==> config.mk <==
export PLATFORM = sky130hd
export DESIGN_NAME = stop_and_wait_arq_receiver
export DESIGN_NICKNAME = d
export VERILOG_FILES = /design/src/rtl/saw_arq_pkg.sv /design/src/rtl/stop_and_wait_arq_receiver.sv
export SDC_FILE = /design/constraint.sdc
export NUM_CORES = 1
export LEC_CHECK = 0
export BUFFER_PORTS_ARGS = -buffer_cell sky130_fd_sc_hd__clkbuf_2
export CAP_MARGIN = 10
export CORE_MARGIN = 10
export CORE_UTILIZATION = 47
export DETAILED_ROUTE_END_ITERATION = 16
export GPL_ROUTABILITY_DRIVEN = 1
export PLACE_DENSITY = 0.72
export SLEW_MARGIN = 30
export SYNTH_ARGS = -nofsm -noshare
export SYNTH_HDL_FRONTEND = slang
export SYNTH_SLANG_ARGS = --single-unit
export TNS_END_PERCENT = 50
==> constraint.sdc <==
create_clock -name clk -period 8.4 [get_ports clk]
set_input_delay 0.42 -clock clk [delete_from_list [all_inputs] [get_ports clk]]
set_output_delay 0.42 -clock clk [all_outputs]
set_load 0.01 [all_outputs]
==> src/rtl/saw_arq_pkg.sv <==
`timescale 1ns / 1ps
package saw_arq_pkg;

  // Packet buffer geometry
  localparam int MAX_PACKET = 32;
  localparam int IDX_W      = $clog2(MAX_PACKET);
  localparam int CNT_W      = $clog2(MAX_PACKET + 1);

  // Payload starts after checksum, sequence and total bytes
  localparam logic [CNT_W-1:0] PAYLOAD_START = CNT_W'(3);

  // Item opcodes
  localparam logic [1:0] OP_START = 2'd0;
  localparam logic [1:0] OP_BYTE  = 2'd1;
  localparam logic [1:0] OP_TICK  = 2'd2;

  // Register indexes
  localparam int CFG_IDX_W = 1;
  localparam logic [CFG_IDX_W-1:0] REG_REQUEST_CODE  = 1'd0;
  localparam logic [CFG_IDX_W-1:0] REG_TIMEOUT_TICKS = 1'd1;

  localparam logic [7:0]  REQUEST_CODE_RST  = 8'd48;
  localparam logic [15:0] TIMEOUT_TICKS_RST = 16'd1000;

  // Result kinds
  localparam logic KIND_TX      = 1'b0;
  localparam logic KIND_PAYLOAD = 1'b1;

  // Frame letters
  localparam logic [7:0] CH_G = 8'h47;
  localparam logic [7:0] CH_E = 8'h45;
  localparam logic [7:0] CH_T = 8'h54;
  localparam logic [7:0] CH_A = 8'h41;
  localparam logic [7:0] CH_C = 8'h43;
  localparam logic [7:0] CH_K = 8'h4B;

  // Frame byte positions
  localparam logic [2:0] FR_CHK  = 3'd0;
  localparam logic [2:0] FR_A    = 3'd1;
  localparam logic [2:0] FR_B    = 3'd2;
  localparam logic [2:0] FR_C    = 3'd3;
  localparam logic [2:0] FR_LAST = 3'd4;

  typedef struct packed {
    logic [1:0] opcode;
    logic [7:0] in_byte;
    logic       in_last;
  } item_word_t;

  typedef struct packed {
    logic       out_kind;
    logic [7:0] out_byte;
    logic       out_last;
    logic       done_flag;
  } result_word_t;

  // One byte of a GET or ACK frame: checksum, three letters, then the tail byte
  function automatic logic [7:0] frame_byte(input logic is_ack, input logic [2:0] pos,
                                            input logic [7:0] tail);
    logic [7:0] a;
    logic [7:0] b;
    logic [7:0] c;
    logic [7:0] r;
    a = is_ack ? CH_A : CH_G;
    b = is_ack ? CH_C : CH_E;
    c = is_ack ? CH_K : CH_T;
    case (pos)
      FR_CHK:  r = a ^ b ^ c ^ tail;
      FR_A:    r = a;
      FR_B:    r = b;
      FR_C:    r = c;
      default: r = tail;
    endcase
    return r;
  endfunction

endpackage

==> src/rtl/stop_and_wait_arq_receiver.sv <==
`timescale 1ns / 1ps
// Stop-and-wait receiver. Packet bytes, timer ticks and ignored opcodes are taken
// one item at a time while idle; items stall while a frame or payload is emitted.
// A start item emits the GET frame. The last byte of a good packet delivers each
// payload byte if its sequence is the next one (the packet buffer is read once per
// byte, with a registered read), then emits the ACK frame; a timer expiry likewise
// emits a frame unless the transfer is done. Every emitted word also waits for
// result_stall to be low. Registers may be written only while the block is idle.
module stop_and_wait_arq_receiver import saw_arq_pkg::*; (
  input  logic                 clk,
  input  logic                 rst,
  input  logic                 item_valid,
  output logic                 item_stall,
  input  item_word_t           item,
  output logic                 result_valid,
  input  logic                 result_stall,
  output result_word_t         result,
  input  logic                 cfg_valid,
  output logic                 cfg_ready,
  input  logic [CFG_IDX_W-1:0] cfg_index,
  input  logic [15:0]          cfg_data
);

  typedef enum logic [1:0] {S_IDLE, S_RD, S_DLV, S_FRAME} state_t;

  state_t           state;
  logic [7:0]       request_code;
  logic [15:0]      timeout_ticks;
  logic [CNT_W-1:0] byte_count;
  logic [7:0]       running_xor;
  logic             overflow_seen;
  logic [7:0]       accepted_seq;
  logic [15:0]      timer_count;
  logic             timer_armed;
  logic             transfer_done;
  logic [7:0]       seq_byte;
  logic [7:0]       total_byte;
  logic [CNT_W-1:0] ptr;
  logic [CNT_W-1:0] pay_end;
  logic [2:0]       frame_pos;
  logic             frame_ack;
  logic [7:0]       frame_tail;

  // Packet buffer
  logic [7:0]       mem [MAX_PACKET];
  logic [7:0]       rdata;
  logic             mem_we;
  logic             mem_re;

  logic             accept;
  logic             load_ok;
  logic [CNT_W-1:0] count_next;
  logic [7:0]       xor_next;
  logic             ovf_next;
  logic [7:0]       total_next;
  logic             pkt_ok;
  logic             seq_match;
  logic             done_next;
  logic [15:0]      tick_next;

  assign cfg_ready  = 1'b1;
  assign item_stall = (state != S_IDLE);
  assign accept     = item_valid && (state == S_IDLE);
  assign load_ok    = !result_valid || !result_stall;

  // Buffer write while bytes stream in, read while payload is delivered
  assign mem_we = accept && (item.opcode == OP_BYTE) && (byte_count < CNT_W'(MAX_PACKET));
  assign mem_re = (state == S_RD);

  always_ff @(posedge clk) begin
    if (mem_we) begin
      mem[byte_count[IDX_W-1:0]] <= item.in_byte;
    end
    if (mem_re) begin
      rdata <= mem[ptr[IDX_W-1:0]];
    end
  end

  // Packet end evaluation, from the state as it stands after this byte
  always_comb begin
    count_next = mem_we ? byte_count + CNT_W'(1) : byte_count;
    xor_next   = running_xor ^ item.in_byte;
    ovf_next   = overflow_seen || (byte_count >= CNT_W'(MAX_PACKET));
    total_next = (byte_count == CNT_W'(2)) ? item.in_byte : total_byte;
    pkt_ok     = !ovf_next && (count_next >= PAYLOAD_START) && (xor_next == 8'd0);
    seq_match  = (seq_byte == 8'(accepted_seq + 8'd1));
    done_next  = transfer_done || (seq_match && (seq_byte == total_next));
    tick_next  = 16'(timer_count + 16'd1);
  end

  // Control, timer and result register
  always_ff @(posedge clk) begin
    if (rst) begin
      state         <= S_IDLE;
      request_code  <= REQUEST_CODE_RST;
      timeout_ticks <= TIMEOUT_TICKS_RST;
      byte_count    <= '0;
      running_xor   <= '0;
      overflow_seen <= 1'b0;
      accepted_seq  <= '0;
      timer_count   <= '0;
      timer_armed   <= 1'b0;
      transfer_done <= 1'b0;
      result_valid  <= 1'b0;
    end else begin
      if (result_valid && !result_stall) begin
        result_valid <= 1'b0;
      end

      if (cfg_valid) begin
        case (cfg_index)
          REG_REQUEST_CODE:  request_code  <= cfg_data[7:0];
          REG_TIMEOUT_TICKS: timeout_ticks <= cfg_data;
          default: ;
        endcase
      end

      case (state)
        S_IDLE: begin
          if (accept) begin
            case (item.opcode)
              OP_START: begin
                frame_ack   <= 1'b0;
                frame_tail  <= request_code;
                frame_pos   <= FR_CHK;
                timer_armed <= 1'b1;
                timer_count <= '0;
                state       <= S_FRAME;
              end
              OP_BYTE: begin
                byte_count    <= count_next;
                running_xor   <= xor_next;
                overflow_seen <= ovf_next;
                if (mem_we && byte_count == CNT_W'(1)) begin
                  seq_byte <= item.in_byte;
                end
                if (mem_we && byte_count == CNT_W'(2)) begin
                  total_byte <= item.in_byte;
                end
                if (item.in_last) begin
                  // packet closes: reset the collector either way
                  byte_count    <= '0;
                  running_xor   <= '0;
                  overflow_seen <= 1'b0;
                  if (pkt_ok) begin
                    timer_armed   <= !done_next;
                    timer_count   <= '0;
                    transfer_done <= done_next;
                    frame_ack     <= 1'b1;
                    frame_tail    <= seq_byte;
                    frame_pos     <= FR_CHK;
                    pay_end       <= count_next;
                    ptr           <= PAYLOAD_START;
                    if (seq_match) begin
                      accepted_seq <= seq_byte;
                    end
                    if (seq_match && count_next > PAYLOAD_START) begin
                      state <= S_RD;
                    end else begin
                      state <= S_FRAME;
                    end
                  end
                end
              end
              OP_TICK: begin
                if (timer_armed) begin
                  if (tick_next >= timeout_ticks) begin
                    timer_count <= '0;
                    timer_armed <= !transfer_done;
                    if (!transfer_done) begin
                      frame_ack  <= (accepted_seq != 8'd0);
                      frame_tail <= (accepted_seq != 8'd0) ? accepted_seq : request_code;
                      frame_pos  <= FR_CHK;
                      state      <= S_FRAME;
                    end
                  end else begin
                    timer_count <= tick_next;
                  end
                end
              end
              default: ;
            endcase
          end
        end
        S_RD: begin
          state <= S_DLV;
        end
        S_DLV: begin
          if (load_ok) begin
            result_valid     <= 1'b1;
            result.out_kind  <= KIND_PAYLOAD;
            result.out_byte  <= rdata;
            result.out_last  <= 1'b0;
            result.done_flag <= transfer_done;
            if (ptr == pay_end - CNT_W'(1)) begin
              state <= S_FRAME;
            end else begin
              ptr   <= ptr + CNT_W'(1);
              state <= S_RD;
            end
          end
        end
        S_FRAME: begin
          if (load_ok) begin
            result_valid     <= 1'b1;
            result.out_kind  <= KIND_TX;
            result.out_byte  <= frame_byte(frame_ack, frame_pos, frame_tail);
            result.out_last  <= (frame_pos == FR_LAST);
            result.done_flag <= transfer_done;
            if (frame_pos == FR_LAST) begin
              state <= S_IDLE;
            end else begin
              frame_pos <= frame_pos + 3'd1;
            end
          end
        end
        default: state <= S_IDLE;
      endcase
    end
  end

endmodule
==> out/qor.txt, run 1 <==
post-synth top area share: 0.562
Setup violations, final: 0
CTS buffer count: 40
status: completed
Worst Tran Pin Value: 0.972 ns
DR WL met3: 2300 um
# Post-CTS Setup Buffers: 0
top sig layer: met4
CTS sink cnt: 383
Core Box Area: 0.0355 sq mm
syn_nets: 1,237
post-synth top area cell: edfxtp_1
arrival time of the worst setup path: 4.08 ns
commonest cells in the netlist: edfxtp_1 (315), nand2_1 (104), nor2_1 (92), mux4_2 (80), dfxtp_1 (68)
worst endpoint required time: 8.60 ns
main area contributors after synthesis: edfxtp_1 (56%), mux4_2 (11%), dfxtp_1 (8.1%)
Post-Route M1 WL: 15,600 um
number of diodes: 0
Layout area overhead: 12.0%
1st-iter DRT viols: 993
setup_tns: 0 ns
Post-Route WL: 35,500 um
worst slack at placement: 4.49 ns
commonest register cell after synthesis: edfxtp_1
kind of critical path: flip-flop to flip-flop
final hold slack: 0.0853 ns
Die X-Extent: 209 um
max-cap violations: 0
clk_lat worst skew: 0.56 ns
number of synthesized flops with an enable pin: 315
DR pass1 iterations: 5
Worst VDD drop: 191 uV
Syn Inst Count: 1,170
Hold Violations, Final: 0
Fin Clk Skew: 0.0322 ns
Syn Area/Cell: 14.4 sq um
PD cells: 214 mW/mm^2
via count: 9,832
clock buffer depth: 3
die area: 0.0438 sq mm
layout cells sized above 1: 0.179
Critical Path Sink Type: flip-flop
Min-Delay Path Class: primary input to flip-flop
PnR worst setup slack: 4.52 ns
global route overflow: 0
Clk pin slew, worst setup/hold paths: 0.06 ns
DRC: 0
Starting Density: 0.475
CTS Root Cell: clkbuf_16
Final ANT Viol Nets: 0
Ys Warns: 0
io pins: 47
Post-CTS Resized: 0
Worst setup SP type: flip-flop
row count: 69
RSZ-0062 raised after global routing: false
most numerous cell in the Yosys netlist: edfxtp_1
total global-route track usage: 0.161
WL/cell: 20.9 um
Slew headroom: 0.349
nets: 1,277
first-pass GRT wire length: 56,200 um
met2 WL: 16,800 um
highest clock rate: 258 MHz
fraction of the yosys area taken by sequential cells: 0.642
Static Leak: 6.39 nW
Post-synth ARST share: 0
Post-CTS Hold Buffers: 0
Die Ht: 209 um
Via density: 5.79
Netlist cell types: 65
Tcrit/Tclk final: 0.462
Post-Syn Area: 0.0168 sq mm
initial antenna violation count: 1
CTS tree: yes
Min Clock Period, post-route: 3.88 ns
largest net degree at the start of global routing: 68
GP Congestion: 0.827
Crit Path Max Fanout: 14
Slew Limit Fails: 0
flops & latches, synth: 383
H-tree depth: 2
I/O Buffers: 45
detailed placement HPWL: 23,200 um
vias in the first global route: 9,743
==> critical path: stages, from the launching register on <==
cell and delay [ns]:
dfxtp_1 0.40, ha_1 0.25, and3_1 0.26, and3_1 0.27, nand3_1 0.16, nor2_1 0.24
xor2_1 0.10, ha_1 0.33, nand4_1 0.11, a211oi_1 0.25, o41ai_1 0.14, a21oi_1 0.15
buf_4 0.22, nor2_1 0.08, o21ai_0 0.14, and3_1 0.45
==> flip-flops by register name (all words and copies together) (netlist names), 3 cells and up <==
signal and cells:
running_xor 8, rdata 8, accepted_seq 8, request_code 8, frame_pos 3, ptr 6
total_byte 8, pay_end 6, timeout_ticks 16, result 11, seq_byte 8, frame_tail 8
mem 256, byte_count 6, timer_count 16
==> metal layers <==
metal,vias to the layer above,global-route usage
met5,-,0
met3,59,0.0275
met2,336,0.251
li1,4525,-
met1,4912,0.228
met4,0,0.0501
==> cell families after synthesis <==
group	after synthesis	share of synthesized area
simple gates	330	0.0935
xor+xnor	62	0.0334
compound gates	161	0.0627
other cells	1	0.000223
fa+ha+maj	34	0.0253
flops	383	0.642
mux	98	0.118
buf+inv	101	0.0241
==> final timing paths <==
| kind | start | endpoint | slack [ns] | depth (start not counted) |
|---|---|---|---|---|
| worst max-delay path | timer_count[0]$_SDFFE_PP0P_ | frame_tail[6]$_DFFE_PP_ | 4.52 | 15 |
| worst min-delay path | cfg_data[14] | timeout_ticks[14]$_SDFFE_PP0P_ | 0.09 | 3 |
| worst max register to register | timer_count[0]$_SDFFE_PP0P_ | frame_tail[6]$_DFFE_PP_ | 4.52 | 15 |
| worst min register to register | request_code[0]$_SDFFE_PP0P_ | request_code[0]$_SDFFE_PP0P_ | 0.46 | 2 |
==> layout by cell type, fill, tap and decap left out, types with 4 or more instances in the layout <==
| cell type | n |
|---|---|
| nor2b_1 | 7 |
| and3_1 | 10 |
| nand2b_1 | 10 |
| edfxtp_1 | 315 |
| a22o_1 | 17 |
| nand4_1 | 6 |
| nor2_1 | 88 |
| o211ai_1 | 11 |
| mux2i_1 | 10 |
| mux4_2 | 80 |
| o21ai_1 | 6 |
| clkbuf_1 | 11 |
| xor2_1 | 34 |
| nor3b_1 | 5 |
| inv_1 | 37 |
| buf_6 | 4 |
| clkbuf_2 | 45 |
| nor3_1 | 25 |
| mux2_2 | 8 |
| nand3b_1 | 6 |
| nand3_1 | 26 |
| xnor2_1 | 27 |
| and2_1 | 9 |
| or2_2 | 4 |
| clkinv_1 | 9 |
| nor2_2 | 4 |
| ha_1 | 34 |
| or3_1 | 4 |
| o21ai_0 | 32 |
| nand4b_1 | 7 |
| dfxtp_1 | 68 |
| nand2_1 | 104 |
| bufinv_16 | 5 |
| o21bai_1 | 4 |
| a22oi_1 | 4 |
| buf_4 | 13 |
| clkbuf_16 | 41 |
| a21oi_1 | 56 |
==> through the flow <==
stage | std cells | area (sq um) | total power, mW | util
final | 1699 | 18900 | 4.03 | 0.531
after global routing | 1699 | 18900 | 4.16 | 0.531
after CTS | 1699 | 18800 | 4.05 | 0.531
after detailed placement | 1629 | 17500 | 2.30 | 0.494
after global placement | 1627 | 17500 | 2.29 | 0.493
after floorplan | 1170 | 16800 | 2.22 | -
==> area by class of cell <==
| cell class | instances | area (sq um) |
|---|---|---|
| fill | 2835 | 16600 |
| sequential | 383 | 10800 |
| tap | 461 | 577 |
| inverter | 37 | 139 |
| clock inverter | 18 | 244 |
| timing repair buffer | 62 | 368 |
| clock buffer | 52 | 1070 |
| multi-input combinational | 686 | 5640 |
==> report_power, final <==
| group | switching, mW | internal [mW] |
|---|---|---|
| Sequential | 0.0137 | 2.07 |
| Clock | 0.721 | 1.05 |
| Combinational | 0.111 | 0.0580 |
| Total | 0.846 | 3.18 |
No activity file was read; power rests on OpenSTA's default activity.
==> run 2: changes to the inputs <==
PLACE_DENSITY = 0.74   (was 0.72)
clock period = 3.18 ns   (was 8.4 ns; I/O delays follow)
==> run 2 against run 1 <==
Compared with the run above:
- design area grew 4.3%
- die area is the same
- setup slack lost 4.4 ns
- cell count grew 5.3%
- clock skew shrank 0.015 ns
- routed wire length grew 7.2%
- hold slack lost 0.047 ns
- total power grew to 2.6 times the previous value
- first-iteration DRC count shrank 2.2%
- combinational power grew to 3.0 times the previous value
- register-to-register slack lost 4.4 ns
- largest power group unchanged
==> out/qor.txt, run 2 (synthesis gave the netlist of run 1 again) <==
max-cap violations: 0 (unchanged)
largest net degree at the start of global routing: 39 (-43%)
Via density: 5.73 (-0.94%)
max incr delay on CP: 0.36 ns (-0.09 ns)
Layout area overhead: 16.8%
Core Box Area: 0.0355 sq mm (unchanged)
WL/cell: 21.3 um (+1.9%)
Die Ht: 209 um (unchanged)
CTS Root Cell: clkbuf_16
Worst VDD drop: 504 uV (+160%)
RSZ-0062 raised after global routing: true
min-delay src: cfg_index
Crit Path Max Fanout: 5 (-9)
delay-heaviest family, CP: simple AND/OR/NAND/NOR gates
Critical R2R Capture: frame_tail[2]$_DFFE_PP_
worst endpoint required time: 3.44 ns (-5.16 ns)
initial antenna violation count: 2 (+1)
Min-Delay Path Class: primary input to flip-flop
arrival time of the worst setup path: 3.35 ns (-0.73 ns)
kind of critical path: flip-flop to flip-flop
DR pass1 iterations: 5 (unchanged)
detailed placement HPWL: 25,000 um (+7.8%)
1st-iter DRT viols: 971 (-2.2%)
CTS sink cnt: 383 (unchanged)
Slew Limit Fails: 0 (unchanged)
Hold Violations, Final: 0 (unchanged)
global route overflow: 0 (unchanged)
number of cells on the critical path: 15 (unchanged)
via count: 10,256 (+4.3%)
row count: 69 (unchanged)
Starting Density: 0.475 (unchanged)
highest clock rate: 323 MHz (+26%)
die area: 0.0438 sq mm (unchanged)
Area after DPL: 0.0181 sq mm (+3.0%)
placed insts: 1,693 (+3.9%)
clock buffer depth: 3 (unchanged)
Static Leak: 6.84 nW (+7.0%)
Min Clock Period, post-route: 3.09 ns (-0.789 ns)
Worst Tran Pin Value: 0.792 ns (-0.180 ns)
CTS buffer count: 41 (+2.5%)
Worst R2R Setup Slack: 0.09 ns (-4.43 ns)
Critical Path Sink Type: flip-flop
Fin Clk Skew: 0.0174 ns (-0.0148 ns)
Worst Path Buf+Inv: 1 (unchanged)
Tcrit/Tclk final: 0.972 (+0.510)
most frequent cells in the layout: edfxtp_1 (315), nand2_1 (104), nor2_1 (88), mux4_2 (80), buf_4 (75)
io pins: 47 (unchanged)
first-pass GRT wire length: 59,000 um (+5.1%)
Largest register FFs: 256 (unchanged)
vias in the first global route: 10,216 (+4.9%)
CTS tree: yes
slowest cell on the critical path: dfxtp_4
clk_lat worst skew: 0.55 ns (about the same)
Clk pin slew, worst setup/hold paths: 0.06 ns (about the same)
H-tree depth: 2 (unchanged)
Post-Route WL: 38,100 um (+7.2%)
Setup violations, final: 0 (unchanged)
GP Congestion: 0.865 (+4.6%)
Critical path origin: timer_count[1]$_SDFFE_PP0P_
crit path capture: frame_tail[2]$_DFFE_PP_
most common cell after layout, fill and taps aside: edfxtp_1
# Post-CTS Setup Buffers: 0 (unchanged)
cell mode on critical path: and3_4
I/O Buffers: 45 (unchanged)
status: completed
layout cells sized above 1: 0.235 (+0.0560)
final instance area: 0.0197 sq mm (+4.3%)
Final Instance Count excl. Fillers: 1,789 (+5.3%)
Worst setup SP type: flip-flop
DRC: 0 (unchanged)
r2r worst-path depth: 15 (unchanged)
Cell Chain, Critical Path: ha_4, and3_4, and3_4, nand3_4, nor2_4, xor2_2, ha_1, nand4_1, a211oi_2, o41ai_2, a21oi_1, buf_4, nor2_4, o21ai_2, and3_4
nets: 1,361 (+6.6%)
Final ANT Viol Nets: 0 (unchanged)
Slew headroom: 0.468 (+0.118)
reg2reg start: timer_count[1]$_SDFFE_PP0P_
total global-route track usage: 0.171 (+0.00927)
Die X-Extent: 209 um (unchanged)
PD cells: 540 mW/mm^2 (+150%)
run 2: cell types whose count changed in the layout (fill, tap and decap cells not counted), sizes merged:
| cell | change |
|---|---|
| buf | +65 |
| dlygate4sd3 | +17 |
| clkbuf | +3 |
| clkinv | +3 |
| bufinv | -2 |
| diode | +2 |
| and3 | +1 |
| inv | +1 |
run 2: report_power, final:
group	leakage (nW)	switching, mW	total [mW]	internal, mW
clock network	0.630	1.94	4.60	2.67
registers	3.39	0.0306	5.50	5.47
logic	2.82	0.319	0.508	0.190
run 2: stage by stage:
stage               setup slack, ns  hold slack (ns)  total power [mW]   util  TNS (ns)
finish                       0.0875           0.0380              10.6  0.554         0
global route                -0.0902           0.0784              11.0  0.554    -0.829
CTS                         0.00637           0.0272              10.7  0.550         0
detailed placement           0.0323            0.387              6.09  0.509         0
global placement             0.0806            0.384              6.07  0.509         0
floorplan                   0.00675            0.258              5.88      -         0
run 2: how the worst min path moves through the flow:
| stage | to | slack (ns) | cells after the start |
|---|---|---|---|
| after global routing | byte_count[2]$_SDFFE_PP0P_ | 0.08 | 3 |
| after floorplan | mem[0][0]$_DFFE_PP_ | 0.26 | 0 |
| after CTS | request_code[1]$_SDFFE_PP0P_ | 0.03 | 4 |
| final | request_code[7]$_SDFFE_PP0P_ | 0.04 | 4 |
| after global placement | timeout_ticks[15]$_SDFFE_PP0P_ | 0.38 | 3 |
| after detailed placement | timeout_ticks[15]$_SDFFE_PP0P_ | 0.39 | 3 |
run 2: layout make-up:
type / instances / area, sq um
Sequential cell: 383 / 10800
Inverter: 37 / 139
Antenna cell: 2 / 5.00
Clock buffer: 55 / 1090
Clock inverter: 20 / 205
Fill cell: 2765 / 15800
Tap cell: 461 / 577
Multi-Input combinational cell: 687 / 5750
Timing Repair Buffer: 144 / 1070
run 2: routing by layer:
| metal | track usage | up-vias | wire length (um) |
|---|---|---|---|
| met1 | 0.231 | 5141 | 16200 |
| met2 | 0.274 | 376 | 18400 |
| met3 | 0.0340 | 50 | 2800 |
| met5 | 0 | - | 0 |
| li1 | - | 4689 | - |
| met4 | 0.0516 | 0 | 753 |
run 2: tightest hold or removal path, delay by kind of cell:
family | cells | cell delay, ns
AO/OA/AOI/OAI | 1 | 0.05
buffers and inverters | 1 | 0.11
AND/OR/NAND/NOR | 2 | 0.23
run 2: what timing repair did:
item                       4_1_cts  5_1_grt
hold endpoints to repair        26        0
gates resized for setup          1       34
cloned                           0        2
hold buffers                    17        0
pin swaps                        0       11
setup endpoints to repair        1       31
